==> src/design/pid_pkg.sv <==
// ============================================================================
// pid_pkg - shared constants of the PID controller step
// Fixed field widths, register indexes and blend constants.
// ============================================================================
`default_nettype none

package pid_pkg;

    // Field widths fixed by the interface
    localparam int IN_W       = 16;
    localparam int ERR_W      = 17;
    localparam int DERR_W     = 18;
    localparam int GAIN_W     = 16;
    localparam int COEF_W     = 17;
    localparam int LIM_W      = 31;
    localparam int DRIVE_W    = 40;
    localparam int CFG_IDX_W  = 4;
    localparam int CFG_DATA_W = 31;

    // Shared multiplier: signed 18 x signed 18
    localparam int MUL_W   = 18;
    localparam int PROD_W  = 2 * MUL_W;

    // Blend works on 16-bit digits of the difference
    localparam int CHUNK_W = 16;

    localparam logic [COEF_W-1:0] COEF_ONE   = 17'h10000;
    localparam int                ROUND_HALF = 32768;

    // Configuration register indexes
    localparam logic [CFG_IDX_W-1:0] REG_PROP_GAIN      = 4'd0;
    localparam logic [CFG_IDX_W-1:0] REG_INTEG_GAIN     = 4'd1;
    localparam logic [CFG_IDX_W-1:0] REG_DERIV_GAIN     = 4'd2;
    localparam logic [CFG_IDX_W-1:0] REG_FILTER_COEF    = 4'd3;
    localparam logic [CFG_IDX_W-1:0] REG_INTEG_LIMIT    = 4'd4;
    localparam logic [CFG_IDX_W-1:0] REG_INTEG_LIMIT_ON = 4'd5;
    localparam logic [CFG_IDX_W-1:0] REG_DEAD_BAND      = 4'd6;
    localparam logic [CFG_IDX_W-1:0] REG_OUTPUT_MAX     = 4'd7;

endpackage

`default_nettype wire

==> src/design/pid_controller_step.sv <==
// ============================================================================
// pid_controller_step - positional PID controller, one sample per transfer
// Error, P/I/D terms, saturating integral with optional clamp, optional
// output blend with the previous drive, dead band and output clamp.
// ============================================================================
//
//  channel   direction  handshake            payload
//  --------  ---------  -------------------  -----------------------------
//  in        sink       in_valid / in_stall  setpoint, measure
//  out       source     out_valid/out_stall  drive
//  cfg       sink       cfg_write            cfg_index, cfg_data
//
//  The one shared 18x18 multiplier and its sequencer step through a sample
//  in order; in_stall holds off the next transfer until the sequence is back
//  in idle. With the filter on, the blend walks the difference 16 bits per
//  clock, in N = ceil((ACC_WIDTH+1)/16) digits (3 at ACC_WIDTH = 40).
//  Reset clears the integral, previous error, previous drive and all
//  configuration registers. A result held by out_stall does not block the
//  next sample's transfer; only the final step waits for the output register.
//
`default_nettype none

module pid_controller_step #(
    parameter int ACC_WIDTH = 40
) (
    input  wire                                        clk,
    input  wire                                        rst_n,
    // input samples
    input  wire                                        in_valid,
    output logic                                       in_stall,
    input  wire  signed [pid_pkg::IN_W-1:0]            setpoint,
    input  wire  signed [pid_pkg::IN_W-1:0]            measure,
    // results
    output logic                                       out_valid,
    input  wire                                        out_stall,
    output logic signed [pid_pkg::DRIVE_W-1:0]         drive,
    // configuration
    input  wire                                        cfg_write,
    input  wire         [pid_pkg::CFG_IDX_W-1:0]       cfg_index,
    input  wire         [pid_pkg::CFG_DATA_W-1:0]      cfg_data
);

    localparam int SW     = ACC_WIDTH + 2;
    localparam int NCHUNK = (ACC_WIDTH + 1 + pid_pkg::CHUNK_W - 1) / pid_pkg::CHUNK_W;
    localparam int QW     = NCHUNK * pid_pkg::CHUNK_W;
    localparam int KW     = $clog2(NCHUNK);
    localparam int CW     = pid_pkg::PROD_W - pid_pkg::CHUNK_W;
    localparam int EXT_W  = (ACC_WIDTH > pid_pkg::DRIVE_W) ? ACC_WIDTH : pid_pkg::DRIVE_W;

    localparam logic signed [ACC_WIDTH-1:0] ACC_MAX = {1'b0, {(ACC_WIDTH-1){1'b1}}};
    localparam logic signed [ACC_WIDTH-1:0] ACC_MIN = {1'b1, {(ACC_WIDTH-1){1'b0}}};

    typedef enum logic [3:0] {
        S_IDLE,
        S_P,
        S_I,
        S_CLAMP,
        S_D,
        S_SUM,
        S_DIFF,
        S_BLEND,
        S_MIX,
        S_DEAD,
        S_LIMIT,
        S_OUT
    } state_t;

    // ------------------------------------------------------------------
    // Registers
    // ------------------------------------------------------------------
    state_t                                 state_reg, state_next;
    logic                                   out_valid_reg, out_valid_next;
    logic signed [pid_pkg::DRIVE_W-1:0]     drive_reg, drive_next;

    logic signed [pid_pkg::GAIN_W-1:0]      prop_gain_reg, prop_gain_next;
    logic signed [pid_pkg::GAIN_W-1:0]      integ_gain_reg, integ_gain_next;
    logic signed [pid_pkg::GAIN_W-1:0]      deriv_gain_reg, deriv_gain_next;
    logic        [pid_pkg::COEF_W-1:0]      filter_coef_reg, filter_coef_next;
    logic        [pid_pkg::LIM_W-1:0]       integ_limit_reg, integ_limit_next;
    logic                                   integ_limit_on_reg, integ_limit_on_next;
    logic        [pid_pkg::LIM_W-1:0]       dead_band_reg, dead_band_next;
    logic        [pid_pkg::LIM_W-1:0]       output_max_reg, output_max_next;

    logic signed [ACC_WIDTH-1:0]            integ_reg, integ_next;
    logic signed [pid_pkg::ERR_W-1:0]       prev_err_reg, prev_err_next;
    logic signed [ACC_WIDTH-1:0]            prev_drive_reg, prev_drive_next;

    logic signed [pid_pkg::ERR_W-1:0]       err_reg, err_next;
    logic signed [pid_pkg::DERR_W-1:0]      derr_reg, derr_next;
    logic signed [ACC_WIDTH-1:0]            y_reg, y_next;
    logic        [QW-1:0]                   d_reg, d_next;
    logic        [QW-1:0]                   q_reg, q_next;
    logic signed [CW-1:0]                   carry_reg, carry_next;
    logic        [KW-1:0]                   k_reg, k_next;

    // ------------------------------------------------------------------
    // Shared multiplier
    // ------------------------------------------------------------------
    logic signed [pid_pkg::MUL_W-1:0]       mul_a, mul_b;
    logic signed [pid_pkg::PROD_W-1:0]      mul_p;
    logic                                   last_chunk;

    assign last_chunk = (k_reg == KW'(NCHUNK - 1));

    always_comb
    begin
        case (state_reg)
            S_I:
            begin
                mul_a = pid_pkg::MUL_W'(integ_gain_reg);
                mul_b = pid_pkg::MUL_W'(err_reg);
            end
            S_D:
            begin
                mul_a = pid_pkg::MUL_W'(deriv_gain_reg);
                mul_b = derr_reg;
            end
            S_BLEND:
            begin
                // low digits are unsigned, the top digit carries the sign
                if (last_chunk)
                    mul_a = pid_pkg::MUL_W'($signed(d_reg[pid_pkg::CHUNK_W-1:0]));
                else
                    mul_a = $signed({2'b00, d_reg[pid_pkg::CHUNK_W-1:0]});
                mul_b = $signed({1'b0, filter_coef_reg});
            end
            default:
            begin
                mul_a = pid_pkg::MUL_W'(prop_gain_reg);
                mul_b = pid_pkg::MUL_W'(err_reg);
            end
        endcase
    end

    assign mul_p = mul_a * mul_b;

    // ------------------------------------------------------------------
    // Shared saturating adder
    // ------------------------------------------------------------------
    logic signed [SW-1:0]                   add_a, add_b, add_sum;
    logic signed [ACC_WIDTH-1:0]            add_sat;
    logic        [SW-ACC_WIDTH:0]           add_hi;

    always_comb
    begin
        case (state_reg)
            S_I:
            begin
                add_a = SW'(integ_reg);
                add_b = SW'(mul_p);
            end
            S_D:
            begin
                add_a = SW'(y_reg);
                add_b = SW'(mul_p);
            end
            S_MIX:
            begin
                add_a = SW'(prev_drive_reg);
                add_b = SW'($signed(q_reg[ACC_WIDTH:0]));
            end
            default:
            begin
                add_a = SW'(y_reg);
                add_b = SW'(integ_reg);
            end
        endcase
    end

    assign add_sum = add_a + add_b;
    assign add_hi  = add_sum[SW-1:ACC_WIDTH-1];

    always_comb
    begin
        if (add_hi == '0 || add_hi == '1)
            add_sat = add_sum[ACC_WIDTH-1:0];
        else if (add_sum[SW-1])
            add_sat = ACC_MIN;
        else
            add_sat = ACC_MAX;
    end

    // ------------------------------------------------------------------
    // Bounds, blend digit step and output view
    // ------------------------------------------------------------------
    logic signed [ACC_WIDTH-1:0]            lim_int, lim_db, lim_out;
    logic signed [pid_pkg::PROD_W-1:0]      blend_t;
    logic signed [EXT_W-1:0]                y_ext;

    assign lim_int = $signed({{(ACC_WIDTH-pid_pkg::LIM_W){1'b0}}, integ_limit_reg});
    assign lim_db  = $signed({{(ACC_WIDTH-pid_pkg::LIM_W){1'b0}}, dead_band_reg});
    assign lim_out = $signed({{(ACC_WIDTH-pid_pkg::LIM_W){1'b0}}, output_max_reg});
    assign blend_t = pid_pkg::PROD_W'(carry_reg) + mul_p;
    assign y_ext   = EXT_W'(y_reg);

    // ------------------------------------------------------------------
    // Sequencer and datapath next values
    // ------------------------------------------------------------------
    always_comb
    begin
        state_next          = state_reg;
        out_valid_next      = out_valid_reg && out_stall;
        drive_next          = drive_reg;
        prop_gain_next      = prop_gain_reg;
        integ_gain_next     = integ_gain_reg;
        deriv_gain_next     = deriv_gain_reg;
        filter_coef_next    = filter_coef_reg;
        integ_limit_next    = integ_limit_reg;
        integ_limit_on_next = integ_limit_on_reg;
        dead_band_next      = dead_band_reg;
        output_max_next     = output_max_reg;
        integ_next          = integ_reg;
        prev_err_next       = prev_err_reg;
        prev_drive_next     = prev_drive_reg;
        err_next            = err_reg;
        derr_next           = derr_reg;
        y_next              = y_reg;
        d_next              = d_reg;
        q_next              = q_reg;
        carry_next          = carry_reg;
        k_next              = k_reg;

        // register writes
        if (cfg_write)
        begin
            unique case (cfg_index)
                pid_pkg::REG_PROP_GAIN:
                    prop_gain_next = $signed(cfg_data[pid_pkg::GAIN_W-1:0]);
                pid_pkg::REG_INTEG_GAIN:
                    integ_gain_next = $signed(cfg_data[pid_pkg::GAIN_W-1:0]);
                pid_pkg::REG_DERIV_GAIN:
                    deriv_gain_next = $signed(cfg_data[pid_pkg::GAIN_W-1:0]);
                pid_pkg::REG_FILTER_COEF:
                    if (cfg_data[pid_pkg::COEF_W-1:0] > pid_pkg::COEF_ONE)
                        filter_coef_next = pid_pkg::COEF_ONE;
                    else
                        filter_coef_next = cfg_data[pid_pkg::COEF_W-1:0];
                pid_pkg::REG_INTEG_LIMIT:
                    integ_limit_next = cfg_data;
                pid_pkg::REG_INTEG_LIMIT_ON:
                    integ_limit_on_next = cfg_data[0];
                pid_pkg::REG_DEAD_BAND:
                    dead_band_next = cfg_data;
                pid_pkg::REG_OUTPUT_MAX:
                    output_max_next = cfg_data;
                default: ;
            endcase
        end

        unique case (state_reg)
            S_IDLE:
            begin
                // take the sample and form the error
                if (in_valid)
                begin
                    err_next   = pid_pkg::ERR_W'(setpoint) - pid_pkg::ERR_W'(measure);
                    state_next = S_P;
                end
            end
            S_P:
            begin
                y_next     = ACC_WIDTH'(mul_p);
                derr_next  = pid_pkg::DERR_W'(err_reg) - pid_pkg::DERR_W'(prev_err_reg);
                state_next = S_I;
            end
            S_I:
            begin
                integ_next = add_sat;
                state_next = S_CLAMP;
            end
            S_CLAMP:
            begin
                // optional integral bound
                if (integ_limit_on_reg && integ_limit_reg != '0)
                begin
                    if (integ_reg > lim_int)
                        integ_next = lim_int;
                    else if (integ_reg < -lim_int)
                        integ_next = -lim_int;
                end
                state_next = S_D;
            end
            S_D:
            begin
                y_next        = add_sat;
                prev_err_next = err_reg;
                state_next    = S_SUM;
            end
            S_SUM:
            begin
                y_next = add_sat;
                if (filter_coef_reg != '0)
                    state_next = S_DIFF;
                else
                    state_next = S_DEAD;
            end
            S_DIFF:
            begin
                // blend as prev + round((y - prev) * c / 2^16)
                d_next     = QW'(SW'(y_reg) - SW'(prev_drive_reg));
                carry_next = CW'(pid_pkg::ROUND_HALF);
                k_next     = '0;
                state_next = S_BLEND;
            end
            S_BLEND:
            begin
                // one 16-bit digit per clock, low digit first
                carry_next = blend_t[pid_pkg::PROD_W-1:pid_pkg::CHUNK_W];
                d_next     = d_reg >> pid_pkg::CHUNK_W;
                if (k_reg != '0)
                    q_next = {blend_t[2*pid_pkg::CHUNK_W-1:0],
                              q_reg[QW-pid_pkg::CHUNK_W-1:pid_pkg::CHUNK_W]};
                k_next = k_reg + 1'b1;
                if (last_chunk)
                    state_next = S_MIX;
            end
            S_MIX:
            begin
                y_next     = add_sat;
                state_next = S_DEAD;
            end
            S_DEAD:
            begin
                if (dead_band_reg != '0)
                begin
                    if (y_reg > 0 && y_reg < lim_db)
                        y_next = '0;
                    else if (y_reg < 0 && y_reg > -lim_db)
                        y_next = '0;
                end
                state_next = S_LIMIT;
            end
            S_LIMIT:
            begin
                if (output_max_reg != '0)
                begin
                    if (y_reg > lim_out)
                        y_next = lim_out;
                    else if (y_reg < -lim_out)
                        y_next = -lim_out;
                end
                state_next = S_OUT;
            end
            S_OUT:
            begin
                // hand over once the output register is free
                if (!out_valid_reg || !out_stall)
                begin
                    drive_next      = y_ext[pid_pkg::DRIVE_W-1:0];
                    out_valid_next  = 1'b1;
                    prev_drive_next = y_reg;
                    state_next      = S_IDLE;
                end
            end
            default:
                state_next = S_IDLE;
        endcase
    end

    always_ff @(posedge clk or negedge rst_n)
    begin
        if (!rst_n)
        begin
            state_reg          <= S_IDLE;
            out_valid_reg      <= 1'b0;
            drive_reg          <= '0;
            prop_gain_reg      <= '0;
            integ_gain_reg     <= '0;
            deriv_gain_reg     <= '0;
            filter_coef_reg    <= '0;
            integ_limit_reg    <= '0;
            integ_limit_on_reg <= 1'b0;
            dead_band_reg      <= '0;
            output_max_reg     <= '0;
            integ_reg          <= '0;
            prev_err_reg       <= '0;
            prev_drive_reg     <= '0;
            err_reg            <= '0;
            derr_reg           <= '0;
            y_reg              <= '0;
            d_reg              <= '0;
            q_reg              <= '0;
            carry_reg          <= '0;
            k_reg              <= '0;
        end
        else
        begin
            state_reg          <= state_next;
            out_valid_reg      <= out_valid_next;
            drive_reg          <= drive_next;
            prop_gain_reg      <= prop_gain_next;
            integ_gain_reg     <= integ_gain_next;
            deriv_gain_reg     <= deriv_gain_next;
            filter_coef_reg    <= filter_coef_next;
            integ_limit_reg    <= integ_limit_next;
            integ_limit_on_reg <= integ_limit_on_next;
            dead_band_reg      <= dead_band_next;
            output_max_reg     <= output_max_next;
            integ_reg          <= integ_next;
            prev_err_reg       <= prev_err_next;
            prev_drive_reg     <= prev_drive_next;
            err_reg            <= err_next;
            derr_reg           <= derr_next;
            y_reg              <= y_next;
            d_reg              <= d_next;
            q_reg              <= q_next;
            carry_reg          <= carry_next;
            k_reg              <= k_next;
        end
    end

    assign in_stall  = (state_reg != S_IDLE);
    assign out_valid = out_valid_reg;
    assign drive     = drive_reg;

    // ------------------------------------------------------------------
    // Assertions
    // ------------------------------------------------------------------
    a_start_after_transfer: assert property (@(posedge clk) disable iff (!rst_n)
        (in_valid && !in_stall) |=> (state_reg == S_P))
        else $error("sample transfer did not start the sequence");

    a_result_from_final_step: assert property (@(posedge clk) disable iff (!rst_n)
        $rose(out_valid_reg) |-> ($past(state_reg) == S_OUT))
        else $error("result raised outside the final step");

    a_digit_count: assert property (@(posedge clk) disable iff (!rst_n)
        (state_reg == S_BLEND) |-> (k_reg <= KW'(NCHUNK - 1)))
        else $error("blend digit counter overran");

endmodule

`default_nettype wire
==> config.mk <==
export PLATFORM = sky130hd
export DESIGN_NAME = pid_controller_step
export DESIGN_NICKNAME = d
export VERILOG_FILES = /design/src/design/pid_pkg.sv /design/src/design/pid_controller_step.sv
export SDC_FILE = /design/constraint.sdc
export NUM_CORES = 2
export LEC_CHECK = 0
export ABC_AREA = 1
export ABC_CLOCK_PERIOD_IN_PS = 12080
export BUFFER_PORTS_ARGS = -buffer_cell sky130_fd_sc_hd__buf_2
export CAP_MARGIN = 20
export CORE_ASPECT_RATIO = 1.25
export CORE_MARGIN = 1
export CORE_UTILIZATION = 31
export CTS_BUF_LIST = sky130_fd_sc_hd__clkbuf_8 sky130_fd_sc_hd__clkbuf_16
export CTS_CLUSTER_DIAMETER = 150
export CTS_CLUSTER_SIZE = 8
export DETAILED_ROUTE_END_ITERATION = 16
export PLACE_DENSITY = 0.5
export SLEW_MARGIN = 30
export SYNTH_ARGS = -nofsm -noshare
export SYNTH_HDL_FRONTEND = slang
export SYNTH_SLANG_ARGS = --single-unit
==> constraint.sdc <==
create_clock -name clk -period 12.08 [get_ports clk]
set_input_delay 1.208 -clock clk [delete_from_list [all_inputs] [get_ports clk]]
set_output_delay 1.208 -clock clk [all_outputs]
set_load 0.01 [all_outputs]
# Yosys cells after proc, flatten, opt, wreduce, memory -nomap -nowiden
# Index checks and enable logic that the tools add are counted.
# W data, S select, Z words.
dict set report totals {
  ff_bits 447
  latch_bits 0
  out_inout_bits 42
  ram_bits 0
  wordCells 133
  mem_bits_ro 0
  mem_count 0
}
dict set report op_classes {
  n_mux 29
  n_lt_le_gt_ge 9
  div_mod_pow 0
  shift 0
  eq_ne 29
  add_sub_neg 9
  n_mul 1
  bitwise_logic 0
  n_reduce_logical 36
}
# op n
set op_table {}
lappend op_table {{$mux W40} 11}
lappend op_table {{$pmux W42 S2} 2}
lappend op_table {{$pmux W40 S4} 1}
lappend op_table {{$neg A31 Y40} 3}
lappend op_table {{$pmux W48 S2} 1}
lappend op_table {{$reduce_bool A31 Y1} 3}
lappend op_table {{$gt A40 B32 Y1} 2}
lappend op_table {{$lt A40 B40 Y1} 2}
lappend op_table {{$pmux W40 S2} 1}
lappend op_table {{$pmux W18 S3} 1}
lappend op_table {{$pmux W4 S12} 1}
lappend op_table {{$add A42 B42 Y42} 1}
lappend op_table {{$sub A40 B40 Y41} 1}
lappend op_table {{$gt A40 B1 Y1 const B} 1}
lappend op_table {{$gt A40 B40 Y1} 1}
lappend op_table {{$lt A40 B1 Y1 const B} 1}
lappend op_table {{$lt A40 B32 Y1} 1}
lappend op_table {{$pmux W20 S2} 1}
lappend op_table {{$add A20 B36 Y36} 1}
lappend op_table {{$mul A18 B18 Y36} 1}
lappend op_table {{$pmux W18 S2} 1}
lappend op_table {{$eq A4 B3 Y1 const B} 8}
lappend op_table {{$reduce_and A2 Y1} 11}
lappend op_table {{$mux W18} 1}
lappend op_table {{other kinds (27)} 55}

# Longest topological paths before layout
dict set report depth {
  word_depth 10
  depth_mapped 59
  mapped_depth_nobuf 56
}

# Worst setup path before layout
# OpenSTA, ideal clock, no wires.
dict set report synth_timing {
  path_type {reg2reg}
  start {register state_reg[0]}
  end {register integ_reg[22]}
  setup_ps 117
  arrival_time_ps 8824
  required_time_ps 11963
  stages_incl_launch_ff 52
  synth_period_minus_slack_ps 8941
  path_slack_ps 3139
  cell_sequence {dfrtp_1 -> nor2_1 -> inv_2 -> nor2_4 -> nor2_2 -> inv_2 -> nor2_4 -> nand2_1 -> nand2_2 -> o31ai_4 -> buf_2 -> nor2_1 -> fa_1 -> inv_1 -> fa_1 -> inv_1 -> ha_1 -> inv_1 -> [16 not listed] -> a22oi_1 -> ha_1 -> nand2_1 -> nor2_1 -> nand2_1 -> nor2_1 -> nand3_1 -> nand3_1 -> nand2_1 -> nand2_2 -> inv_2 -> nand2_2 -> buf_6 -> nand2_1 -> nand2_1 -> o21ai_0 -> nand2_1 -> nand2_1}
}
dict set report synth_via {
  elab_chain_cells 9
}
# item line
set synth_rtl {}
lappend synth_rtl {{from (decl)} pid_controller_step.sv:71} ;# state_t state_reg, state_next;
lappend synth_rtl {{from (signal assigned)} pid_controller_step.sv:388} ;# state_reg <= state_next;
lappend synth_rtl {{$eq A4 B3 Y1, or another cell as far along} pid_controller_step.sv:107} ;# case (state_reg)
lappend synth_rtl {{$pmux W18 S3 or $pmux W18 S2 (tied branches)} pid_controller_step.sv:107}
lappend synth_rtl {{$mul A18 B18 Y36} pid_controller_step.sv:135} ;# assign mul_p = mul_a * mul_b;
lappend synth_rtl {{$pmux W42 S2} pid_controller_step.sv:146} ;# case (state_reg)
lappend synth_rtl {{$add A42 B42 Y42} pid_controller_step.sv:170} ;# assign add_sum = add_a + add_b;
lappend synth_rtl {{$eq A3 B3 Y1 or $logic_not A3 Y1 (tied branches)} pid_controller_step.sv:175} ;# if (add_hi == '0 || add_hi == '1)
lappend synth_rtl {{$logic_or A1 B1 Y1} pid_controller_step.sv:175}
lappend synth_rtl {{$mux W40} pid_controller_step.sv:175}
lappend synth_rtl {{$pmux W40 S2} pid_controller_step.sv:250} ;# unique case (state_reg)
lappend synth_rtl {{to (signal assigned)} pid_controller_step.sv:399} ;# integ_reg <= integ_next;
lappend synth_rtl {{to (decl)} pid_controller_step.sv:84} ;# logic signed [ACC_WIDTH-1:0] integ_reg, integ_next;
# Parallel ways exist; a longest one is shown, timed or not.
# A chain may end at the register's enable or synchronous reset.

# Worst setup path in the final report
dict set report layout_timing {
  start {register state_reg[0]}
  end {register y_reg[39], in the netlist y_ext[39]}
}
dict set report layout_via {
  elab_chain_cells 9
}
# item line
set layout_rtl {}
lappend layout_rtl {{$eq A4 B3 Y1, or another cell as far along} pid_controller_step.sv:107}
lappend layout_rtl {{$pmux W18 S3 or $pmux W18 S2 (tied branches)} pid_controller_step.sv:107}
lappend layout_rtl {{$mul A18 B18 Y36} pid_controller_step.sv:135}
lappend layout_rtl {{$pmux W42 S2} pid_controller_step.sv:146}
lappend layout_rtl {{$add A42 B42 Y42} pid_controller_step.sv:170}
lappend layout_rtl {{$eq A3 B3 Y1 or $logic_not A3 Y1 (tied branches)} pid_controller_step.sv:175}
lappend layout_rtl {{$logic_or A1 B1 Y1} pid_controller_step.sv:175}
lappend layout_rtl {{$mux W40} pid_controller_step.sv:175}
lappend layout_rtl {{$pmux W40 S4} pid_controller_step.sv:250}
lappend layout_rtl {{to (signal assigned)} pid_controller_step.sv:404} ;# y_reg <= y_next;
lappend layout_rtl {{to (decl)} pid_controller_step.sv:90} ;# logic signed [ACC_WIDTH-1:0] y_reg, y_next;
# Parallel ways exist; a longest one is shown, timed or not.

==> summary.txt <==
Outcome = finished clean
Post-route setup TNS = 0 ns
Pre-CTS WS = 1.06 ns
CTS Hold Buffers Added = 0
Number of global-route vias before repair = 48000
Ports = 114
Cells after Synth = 7028
Worst Hold Class = input pin to asynchronous set/reset pin
CTS max path bufs = 3
Synth cell count leaders = 1855 x nand2_1, 1162 x inv_1, 653 x nor2_1
Drt initial violations = 4221
Synth cell types = 59
DR WL/cell = 24.8 um
CP peak stage delay = 0.62 ns
Slew headroom = 33.6%
Synthesized area = 49400 um^2
Final worst slack = 0.954 ns
Hpwl dp = 189 mm
Critical path startpoint category = flip-flop
Routed vias/inst = 5.21
Setup Fix Bufs, Post-CTS = 0
Nets = 8004
Most frequent CP cell = a21oi_1
Minimum clock period = 11.13 ns
Register area = 11000 um^2
Filler cells = 17200
Total Wirelength = 229 mm
First-pass GRT wire length = 331 mm
Pre-antenna DRT Iters = 6
R2R cell count = 42
CTS Buf Count = 61
Dominant cell type by area after synthesis = dfrtp_1
CTS tree = built
Die area = 161000 um^2
Yosys warnings = 0
F_max = 89.9 MHz
Syn Area/Cell = 7.03 um^2
IO buf count = 113
Multi-input gate area = 33100 um^2
Largest net degree at the start of global routing = 116
Endpoints failing hold = 0
Most common cell in the netlist = nand2_1
Critical R2R Launch = state_reg[0]$_DFFE_PN0P_
Worst EP arrival = 11.66 ns
CTS Sinks = 440
H-tree depth = 2
Worst Tran Pin Value = 0.990 ns
Final GP Congestion = 1.01
Share of cells above drive strength 1 = 6.44%
Placed cell area = 52800 um^2
DRT antenna net count = 0
Via count = 48100
Critical path's top delay family = adder cells
Syn nets = 7879
Critical path depth in cells = 42
#FFs+latches synth = 440
RSZ-0062 raised after global routing = no
WS Path Type = flip-flop to flip-flop
Worst reg2reg endpoint = y_ext[39]$_DFFE_PN0P_
Seq/Total Area, Yosys = 22.3%
WP buf/inv = 8
Area Overhead vs Synth = 10.3%
DRC = 0
GRT overflow = 0
Crit path max fanout = 55
Max Cap Violations = 0
Critical Path RT = 12.62 ns
Final Setup Violations = 0
Placeable core region = 158000 um^2
Post-route cell area = 54500 um^2
Die Y = 448 um
Synth top area cells = dfrtp_1 22%, nand2_1 14%, fa_1 13%
Global-route total usage across every layer = 28.1%
Cts repair resizes = 0
Worst clock skew = 0.0707 ns
Tcrit/Tclk final = 92.1%
Number of flops mapped to enable cells by yosys = 0
Die width = 359 um
Reg clk slew, reported paths = 0.06 ns
Row count = 163
CP max stage cell = fa_1
Synth top area share = 22.3%
Clk root buf = clkbuf_16
Synth Flop Type = dfrtp_1
Starting Density = 31.3%
Clock latency on the worst-skew pair = 0.73 ns
Critical Path End Type = flip-flop
Worst hold margin = 0.371 ns
Slew Viols, Final = 0
Initial antenna violation count = 2
Worst R2R Setup Slack = 0.95 ns
Async SR Flop Fraction = 100%
==> cells by family (layout without fill, tap and decap cells) <==
kind of cell	Yosys count	after routing	synth area share (%)
AO/OA/AOI/OAI	1269	1269	14.5
XOR/XNOR	167	167	2.96
AND/OR/NAND/NOR	2987	2987	24.8
adder cells (fa/ha/maj)	779	779	24.6
buffers and inverters	1386	1514	10.8
flip-flops	440	440	22.3
other	0	3	0
==> worst max path at each step <==
stage                                  start                         to  slack [ns]
global route        state_reg[0]$_DFFE_PN0P_      y_ext[12]$_DFFE_PN0P_        0.08
global placement    state_reg[0]$_DFFE_PN0P_      y_ext[39]$_DFFE_PN0P_        1.10
floorplan           state_reg[0]$_DFFE_PN0P_  integ_reg[22]$_DFFE_PN0P_        3.14
CTS                 state_reg[0]$_DFFE_PN0P_      y_ext[39]$_DFFE_PN0P_        0.95
finish              state_reg[0]$_DFFE_PN0P_      y_ext[39]$_DFFE_PN0P_        0.95
detailed placement  state_reg[0]$_DFFE_PN0P_      y_ext[39]$_DFFE_PN0P_        1.06
==> area by class of cell <==
cell class	instances	area share (%)
multi-input combinational	5202	60.8
sequential	440	20.2
inverter	1201	8.28
tap	2062	4.73
timing repair buffer	247	3.03
clock buffer	61	2.80
clock inverter	5	0.188
antenna	3	0.0138
==> placed cells by master (no fill, tap or decap), types with 29 or more instances in the layout <==
| cell | instances |
|---|---|
| a31oi_1 | 54 |
| ha_1 | 456 |
| dfrtp_1 | 440 |
| nand3_1 | 214 |
| o21ai_1 | 31 |
| a21o_1 | 29 |
| nand2_1 | 1851 |
| inv_1 | 1162 |
| xnor2_1 | 45 |
| nor3_1 | 58 |
| nand4_1 | 73 |
| fa_1 | 323 |
| inv_2 | 33 |
| buf_4 | 128 |
| o221ai_1 | 47 |
| buf_2 | 112 |
| nor2_1 | 647 |
| o21ai_0 | 533 |
| clkbuf_16 | 61 |
| xor2_1 | 122 |
| a21oi_1 | 415 |
==> metrics by stage <==
stage               instances  utilization [%]
floorplan                7028                -
CTS                      9217             34.5
global route             9219             34.5
finish                   9221             34.5
detailed placement       9151             33.4
global placement         9150             33.4
==> routing by layer <==
metal | vias to the layer above | share of wire, % | global-route usage (%)
li1 | 22600 | - | -
met3 | 541 | 5.1 | 3.24
met1 | 23200 | 39 | 32.7
met4 | 4 | 8.1 | 19.4
met2 | 1714 | 48 | 48.7
met5 | - | 0.0096 | 0
Power is not shown: default switching activity piles up to over one toggle a cycle in this logic, so the estimate is an artifact.
